## src/hw/rtl/cache_lookup_random_replace_macros.svh

```systemverilog
// Assertion macros for the cache lookup block.
`ifndef CACHE_LOOKUP_RANDOM_REPLACE_MACROS_SVH
`define CACHE_LOOKUP_RANDOM_REPLACE_MACROS_SVH

// Same-cycle implication, checked on every clk edge outside reset.
`define CLRR_ASSERT_IMPL(label, ante, cons, msg) \
  label: assert property (@(posedge clk) disable iff (rst) (ante) |-> (cons)) \
    else $error(msg);

// Next-cycle implication, checked on every clk edge outside reset.
`define CLRR_ASSERT_NEXT(label, ante, cons, msg) \
  label: assert property (@(posedge clk) disable iff (rst) (ante) |=> (cons)) \
    else $error(msg);

`endif

```

## src/hw/rtl/clrr_pkg.sv

```systemverilog
// Shared types, constants and functions for the cache lookup block.
package clrr_pkg;

  localparam int DVD_W = 16;  // dividend and quotient width of the shared divider
  localparam int DVR_W = 7;   // divisor and remainder width of the shared divider
  localparam int CNT_W = $clog2(DVD_W + 1);

  localparam int CFG_IDX_W  = 3;
  localparam int CFG_DATA_W = 16;

  localparam logic [CFG_IDX_W-1:0] CFG_WORDS_PER_BLOCK = 3'd0;
  localparam logic [CFG_IDX_W-1:0] CFG_LINES_IN_USE    = 3'd1;
  localparam logic [CFG_IDX_W-1:0] CFG_SET_COUNT       = 3'd2;
  localparam logic [CFG_IDX_W-1:0] CFG_RANDOM_SEED     = 3'd3;

  localparam logic [6:0]  WPB_RESET   = 7'd4;
  localparam logic [4:0]  LINES_RESET = 5'd16;
  localparam logic [4:0]  SETS_RESET  = 5'd4;
  localparam logic [4:0]  SETS_MAX    = 5'd16;
  localparam logic [15:0] SEED_DEFAULT = 16'd44257;
  localparam logic [15:0] LFSR_TAPS    = 16'hB400;

  typedef struct packed {
    logic             start;
    logic [DVD_W-1:0] dividend;
    logic [DVR_W-1:0] divisor;
  } div_req_t;

  typedef struct packed {
    logic             busy;
    logic [DVD_W-1:0] quotient;
    logic [DVR_W-1:0] remainder;
  } div_rsp_t;

  function automatic logic [15:0] seed_value(input logic [15:0] s);
    return (s == 16'd0) ? SEED_DEFAULT : s;
  endfunction

  // Galois LFSR, shifted right
  function automatic logic [15:0] lfsr_next(input logic [15:0] v);
    logic [15:0] r;
    r = {1'b0, v[15:1]};
    if (v[0]) r = r ^ LFSR_TAPS;
    return r;
  endfunction

endpackage

```

## src/hw/rtl/cache_lookup_random_replace.sv

```systemverilog
// Top level: fully associative cache lookup with random replacement.
//
// Input channel (in_valid/in_ready) carries one word address per beat; the
// output channel (out_valid/out_ready) returns one result beat per address:
// hit, filled_empty, line_index, set_label and block_number.
// One shared restoring divider, one quotient bit per cycle, does all the
// arithmetic: address / words_per_block, then block number mod set_count
// while the line memory is walked one line a cycle, and on a full cache
// lfsr mod lines_in_use. in_ready is high only between items.
// The result sits in an output register; a new address is taken while it
// waits, and that item holds before its write until the receiver takes the
// earlier beat. Reset empties every line at once, restores the register
// defaults and loads the LFSR with the default seed. Configuration writes
// (cfg_we, cfg_index, cfg_data) take effect at once; a seed write also
// reloads the LFSR.
`include "cache_lookup_random_replace_macros.svh"

module cache_lookup_random_replace #(
  parameter int MAX_LINES = 16,
  parameter int ADDR_BITS = 16
) (
  input  logic                             clk,
  input  logic                             rst,
  input  logic                             in_valid,
  output logic                             in_ready,
  input  logic [15:0]                      word_address,
  output logic                             out_valid,
  input  logic                             out_ready,
  output logic                             hit,
  output logic                             filled_empty,
  output logic [3:0]                       line_index,
  output logic [3:0]                       set_label,
  output logic [15:0]                      block_number,
  input  logic                             cfg_we,
  input  logic [clrr_pkg::CFG_IDX_W-1:0]   cfg_index,
  input  logic [clrr_pkg::CFG_DATA_W-1:0]  cfg_data
);

  localparam int AW  = (ADDR_BITS < 16) ? ADDR_BITS : 16;
  localparam int LW  = $clog2(MAX_LINES);
  localparam int NW  = clrr_pkg::DVR_W;

  typedef enum logic [2:0] {S_IDLE, S_DIV, S_SCAN, S_RMOD, S_WRITE} state_t;

  state_t                  state;
  logic [6:0]              wpb;
  logic [4:0]              lines;
  logic [4:0]              sets;
  logic [15:0]             lfsr;
  logic [NW-1:0]           wpb_eff;
  logic [NW-1:0]           n_eff;
  logic [NW-1:0]           sc_eff;

  clrr_pkg::div_req_t      div_req;
  clrr_pkg::div_rsp_t      div_rsp;
  logic                    div_idle;

  logic [15:0]             blk;
  logic [NW-1:0]           scan_idx;
  logic                    cmp_pend;
  logic [LW-1:0]           cmp_idx;
  logic                    hit_found;
  logic                    empty_found;
  logic [LW-1:0]           hit_line;
  logic [LW-1:0]           empty_line;
  logic [LW-1:0]           line;
  logic [3:0]              set_lbl;
  logic [MAX_LINES-1:0]    line_valid;
  logic [15:0]             line_block [MAX_LINES];
  logic [15:0]             rd_data;
  logic                    out_free;
  logic                    mem_we;

  clrr_div u_div (
    .clk (clk),
    .rst (rst),
    .req (div_req),
    .rsp (div_rsp)
  );

  assign div_idle = !div_rsp.busy && !div_req.start;
  assign out_free = !out_valid || out_ready;
  assign mem_we   = (state == S_WRITE) && out_free && !hit_found;
  assign in_ready = (state == S_IDLE);

  always_comb begin
    wpb_eff = (wpb == 7'd0) ? NW'(1) : NW'(wpb);
    if (lines == 5'd0) begin
      n_eff = NW'(1);
    end else if (NW'(lines) > NW'(MAX_LINES)) begin
      n_eff = NW'(MAX_LINES);
    end else begin
      n_eff = NW'(lines);
    end
    if (sets == 5'd0) begin
      sc_eff = NW'(1);
    end else if (sets > clrr_pkg::SETS_MAX) begin
      sc_eff = NW'(clrr_pkg::SETS_MAX);
    end else begin
      sc_eff = NW'(sets);
    end
  end

  always_ff @(posedge clk) begin
    if (rst) begin
      wpb   <= clrr_pkg::WPB_RESET;
      lines <= clrr_pkg::LINES_RESET;
      sets  <= clrr_pkg::SETS_RESET;
    end else if (cfg_we) begin
      unique case (cfg_index)
        clrr_pkg::CFG_WORDS_PER_BLOCK: wpb   <= cfg_data[6:0];
        clrr_pkg::CFG_LINES_IN_USE:    lines <= cfg_data[4:0];
        clrr_pkg::CFG_SET_COUNT:       sets  <= cfg_data[4:0];
        default: ;
      endcase
    end
  end

  // line memory: one write port, one registered read port
  always_ff @(posedge clk) begin
    if (mem_we) line_block[line] <= blk;
    rd_data <= line_block[scan_idx[LW-1:0]];
  end

  always_ff @(posedge clk) begin
    if (rst) begin
      state         <= S_IDLE;
      out_valid     <= 1'b0;
      line_valid    <= '0;
      lfsr          <= clrr_pkg::SEED_DEFAULT;
      div_req.start <= 1'b0;
      cmp_pend      <= 1'b0;
    end else begin
      div_req.start <= 1'b0;
      if (out_valid && out_ready) out_valid <= 1'b0;
      if (cfg_we && (cfg_index == clrr_pkg::CFG_RANDOM_SEED)) begin
        lfsr <= clrr_pkg::seed_value(cfg_data);
      end
      unique case (state)
        S_IDLE: begin
          if (in_valid) begin
            div_req.start    <= 1'b1;
            div_req.dividend <= 16'(word_address[AW-1:0]);
            div_req.divisor  <= wpb_eff;
            state            <= S_DIV;
          end
        end
        S_DIV: begin
          if (div_idle) begin
            blk              <= div_rsp.quotient;
            div_req.start    <= 1'b1;
            div_req.dividend <= div_rsp.quotient;
            div_req.divisor  <= sc_eff;
            scan_idx         <= '0;
            cmp_pend         <= 1'b0;
            hit_found        <= 1'b0;
            empty_found      <= 1'b0;
            state            <= S_SCAN;
          end
        end
        S_SCAN: begin
          if (scan_idx < n_eff) begin
            cmp_pend <= 1'b1;
            cmp_idx  <= scan_idx[LW-1:0];
            scan_idx <= NW'(scan_idx + NW'(1));
          end else begin
            cmp_pend <= 1'b0;
          end
          // first valid match wins; otherwise remember the lowest empty line
          if (cmp_pend) begin
            if (line_valid[cmp_idx]) begin
              if (!hit_found && (rd_data == blk)) begin
                hit_found <= 1'b1;
                hit_line  <= cmp_idx;
              end
            end else if (!empty_found) begin
              empty_found <= 1'b1;
              empty_line  <= cmp_idx;
            end
          end
          if ((scan_idx >= n_eff) && !cmp_pend && div_idle) begin
            set_lbl <= div_rsp.remainder[3:0];
            if (hit_found) begin
              line  <= hit_line;
              state <= S_WRITE;
            end else if (empty_found) begin
              line  <= empty_line;
              state <= S_WRITE;
            end else begin
              div_req.start    <= 1'b1;
              div_req.dividend <= lfsr;
              div_req.divisor  <= n_eff;
              state            <= S_RMOD;
            end
          end
        end
        S_RMOD: begin
          if (div_idle) begin
            line  <= div_rsp.remainder[LW-1:0];
            lfsr  <= clrr_pkg::lfsr_next(lfsr);
            state <= S_WRITE;
          end
        end
        S_WRITE: begin
          // hold until the previous result beat has been taken
          if (out_free) begin
            line_valid[line] <= 1'b1;
            out_valid        <= 1'b1;
            hit              <= hit_found;
            filled_empty     <= !hit_found && empty_found;
            line_index       <= 4'(line);
            set_label        <= set_lbl;
            block_number     <= blk;
            state            <= S_IDLE;
          end
        end
        default: state <= S_IDLE;
      endcase
    end
  end

  `CLRR_ASSERT_IMPL(a_hit_fill_excl, out_valid, !(hit && filled_empty), "hit and fill both set")
  `CLRR_ASSERT_IMPL(a_div_done_write, state == S_WRITE, !div_rsp.busy, "divider busy at write")
  `CLRR_ASSERT_IMPL(a_line_range, state == S_WRITE, NW'(line) < n_eff, "line out of range")
  `CLRR_ASSERT_NEXT(a_lfsr_live, 1'b1, lfsr != 16'd0, "replacement LFSR locked at zero")

endmodule

```

## src/hw/rtl/clrr_div.sv

```systemverilog
// Shared restoring divider: one quotient bit per cycle.
module clrr_div (
  input  logic              clk,
  input  logic              rst,
  input  clrr_pkg::div_req_t req,
  output clrr_pkg::div_rsp_t rsp
);

  logic                          busy;
  logic [clrr_pkg::CNT_W-1:0]    count;
  logic [clrr_pkg::DVD_W-1:0]    shreg;
  logic [clrr_pkg::DVR_W-1:0]    rem;
  logic [clrr_pkg::DVR_W-1:0]    divisor;
  logic [clrr_pkg::DVR_W:0]      trial;
  logic                          fits;

  assign trial = {rem, shreg[clrr_pkg::DVD_W-1]};
  assign fits  = (trial >= {1'b0, divisor});

  always_ff @(posedge clk) begin
    if (rst) begin
      busy  <= 1'b0;
      count <= '0;
    end else if (req.start) begin
      busy    <= 1'b1;
      count   <= clrr_pkg::CNT_W'(clrr_pkg::DVD_W);
      shreg   <= req.dividend;
      rem     <= '0;
      divisor <= req.divisor;
    end else if (busy) begin
      // shift quotient bit in from the right as the dividend moves out
      shreg <= {shreg[clrr_pkg::DVD_W-2:0], fits};
      if (fits) begin
        rem <= clrr_pkg::DVR_W'(trial - {1'b0, divisor});
      end else begin
        rem <= trial[clrr_pkg::DVR_W-1:0];
      end
      count <= count - clrr_pkg::CNT_W'(1);
      busy  <= (count != clrr_pkg::CNT_W'(1));
    end
  end

  assign rsp.busy      = busy;
  assign rsp.quotient  = shreg;
  assign rsp.remainder = rem;

endmodule

```

## config.mk

```make
export PLATFORM = sky130hd
export DESIGN_NAME = cache_lookup_random_replace
export DESIGN_NICKNAME = d
export VERILOG_FILES = /design/src/hw/rtl/clrr_pkg.sv /design/src/hw/rtl/cache_lookup_random_replace.sv /design/src/hw/rtl/clrr_div.sv
export VERILOG_INCLUDE_DIRS = /design/src /design/src/hw/rtl
export SDC_FILE = /design/constraint.sdc
export NUM_CORES = 1
export LEC_CHECK = 0
export ABC_AREA = 0
export BUFFER_PORTS_ARGS = -buffer_cell sky130_fd_sc_hd__buf_2
export CAP_MARGIN = 20
export CORE_ASPECT_RATIO = 0.5
export CORE_MARGIN = 1
export CORE_UTILIZATION = 30
export DETAILED_ROUTE_END_ITERATION = 7
export GPL_ROUTABILITY_DRIVEN = 0
export PLACE_DENSITY_LB_ADDON = 0.3
export SETUP_SLACK_MARGIN = 0.05
export SLEW_MARGIN = 5
export SYNTH_ARGS = -nofsm -noshare
export SYNTH_HDL_FRONTEND = slang
export SYNTH_SLANG_ARGS = --single-unit
```

## constraint.sdc

```tcl
create_clock -name clk -period 12.7 [get_ports clk]
set_input_delay 0.635 -clock clk [delete_from_list [all_inputs] [get_ports clk]]
set_output_delay 0.635 -clock clk [all_outputs]
set_load 0.005 [all_outputs]
```

==> impl_metrics.yaml <==
worst_setup_path:
  reg2reg_slack_ns: 9.81
  cp_data_arrival_time_ns: 3.09
  critical_path.max_fanout: 23
  worstSetupPathType: "flop to flop"
  timing.rr.start: "lines[4]$_SDFFE_PP1P_"
  cp-startpoint: "lines[4]$_SDFFE_PP1P_"
  end_kind: "flop"
  required_ns: 12.91
  cp-start-kind: "flop"
floorplan:
  start_util: 0.305
  io_pins: 68
  row_count: 63
  die-area_um2: 61300
  dieHeight_um: 176
  die_w_um: 349
  core_area_um2: 59400
sta:
  hold_viol_final: 0
  fin_crit_sh: 0.227
  relSlewSlack: 0.305
  final.setup.tns_ns: 0
  rsz0062_at_grt: "false"
  fin_skew_ns: 0.0131
  setup_viol_count_final: 0
  slew_violations: 0
  timing.final.crit_period_ns: 2.89
  worst_pin_slew_ns: 1.04
  max_freq_mhz: 346
routing:
  via_per_inst: 4.90
  first_iter_violations: 831
  drc: 0
  drtPass1Iterations: 5
  drt-total-wl_mm: 41.5
  wire_per_inst_um: 20.6
  num_vias: 9851
  ant_nets: 0
clock_network:
  postCtsHoldBufs: 0
  cts-resized-gates: 0
  numCtsBuffers: 45
  cts_sinks: 457
  h-tree-depth: 2
  clkTransAtPathRegs_ns: 0.06
  clockBufferDepth: 3
  post-cts-setup-buffers: 0
  cts_tree: "yes"
  clock_latency_ns: 0.54
  root_buffer: "clkbuf_16"
final_layout:
  finalNonFillerCells: 2012
  final_nets: 1218
  drive_gt1_frac: 0.247
  syn2layout_area_growth_pct: 16.1
synth:
  ys_warn_count: 0
  synth_cell_type_count: 65
  syn_area_per_cell_um2: 16.9
  ys_seq_area_frac: 0.716
  syn_nets: 1123
  synth_async_sr_flop_share: 0
  netlist.area_leader.share: 0.631
  synthCells: 1067
  syn_area_um2: 18100
  synth_area_leader_cell: "edfxtp_1"
  yosys-top-cells-area: "edfxtp_1 (63%), mux4_2 (10%), dfxtp_1 (8.5%)"
  ys.flop_type: "edfxtp_1"
  ys_ff_latch: 457
  synthTopCellsByCount: "edfxtp_1 (380), nor2_1 (98), mux4_2 (81), dfxtp_1 (77), a21oi_1 (37)"
  synth_edf_count: 380
  synth.most_common_cell: "edfxtp_1"
placed_design:
  numPortBuffers: 67
  place_inst: 1922
  dp_hpwl_mm: 26.4
power:
  p_switching_w: 0.000946
  clkPwrFrac: 0.355
  peakVddDrop_mv: 0.0941
  leakage_nw: 6.84
  switching_share: 0.254
  p_seq_frac: 0.505
  p_comb_frac: 0.139
  p_int_w: 0.00278
  power_density_nw_per_um2: 178
run_status:
  outcome: "finished, final reports clean"
grt:
  antenna_found_initial: 4
  grt_usage: 0.136
  first_global_vias: 10200
  grt_pass1_wl_mm: 63.0
  overflow: 0
  grt_start_max_net_pins: 70
run:
  drv_cap: 0
min_path:
  holdCritPathClass: "input pin to flop"
  min_from: "cfg_data[10]"
power by group through the flow:
stage          Sequential (W)  Clock (W)  Combinational, W
6_report              0.00188    0.00132          0.000519
4_1_cts               0.00188    0.00135          0.000525
2_1_floorplan         0.00187          0          0.000395
3_3_place_gp          0.00191          0          0.000507
3_5_place_dp          0.00192          0          0.000522
5_1_grt               0.00190    0.00141          0.000573
path summary, 6_finish.rpt:
kind                                          endpoint  cells after the start
worst max-delay path             div_req[21]$_DFFE_PP_                      7
worst min-delay path               lfsr[10]$_SDFF_PP1_                      3
worst max register to register   div_req[21]$_DFFE_PP_                      7
worst min register to register  set_label[3]$_DFFE_PP_                      0
stage by stage:
stage	cell area (um^2)	setup slack, ns	util	power (W)	hold slack, ns
after detailed placement	19500	9.75	0.328	0.00244	0.407
final	21000	9.81	0.354	0.00373	0.379
after global placement	19500	9.83	0.328	0.00242	0.409
after CTS	20900	9.73	0.352	0.00376	0.359
after global routing	21000	9.55	0.354	0.00388	0.386
after floorplan	18100	6.68	-	0.00226	0.400
cells by family after synthesis:
kind of cell | count (synthesis) | share of synthesized area
muxes | 123 | 0.129
DFF | 457 | 0.716
AOI/OAI and AO/OA | 144 | 0.0519
buffers and inverters | 81 | 0.0190
adders and majority gates | 16 | 0.0115
and+or+nand+nor | 217 | 0.0583
xor gates and xnor gates | 29 | 0.0140
cells in the final DEF, fill, tap and decap left out, types with 17 or more instances in the layout:
master,count
mux2_2,17
dfxtp_1,77
mux4_2,81
buf_4,27
buf_2,67
a21oi_1,37
nand2_1,26
inv_1,28
o21ai_0,34
mux2i_1,21
nor2_1,80
xnor2_1,23
nor3_1,18
clkbuf_16,45
edfxtp_1,380
nor2_2,18
metal layers:
layer,vias to the layer above,global-route usage,wire length (um)
li1,4401,-,-
met1,5096,0.183,18300
met2,288,0.226,20200
met3,66,0.0237,2130
met4,0,0.0375,845
met5,-,0,0
critical path, stage by stage (launching register included):
cell       delay [ns]
dfxtp_1          0.35
clkinv_1         0.23
ha_1             0.40
nor4bb_1         0.35
nand3b_1         0.16
o21a_1           0.29
a2111oi_2        0.38
buf_4            0.37
state kept, by name, indices dropped and copies added, names as in the netlist, 3 cells and up:
register       flops
u_div.divisor      7
sets               5
wpb                7
scan_idx           7
line_block       256
u_div.rem          7
u_div.count        5
div_req           24
lfsr              16
u_div.shreg       16
line               4
state              3
empty_line         4
line_index         4
set_lbl            4
blk               16
cmp_idx            4
line_valid        16
hit_line           4
lines              5
block_number      16
set_label          4
rd_data           16
layout make-up:
cell class / count / area, um^2
tap: 812 / 1020
fill: 5563 / 38400
multi-input combinational: 529 / 4840
clock buffer: 55 / 1180
antenna: 4 / 10.0
sequential: 457 / 13000
inverter: 30 / 113
timing repair buffer: 99 / 609
clock inverter: 26 / 264
Note: power is estimated with default switching activity, not from simulation.
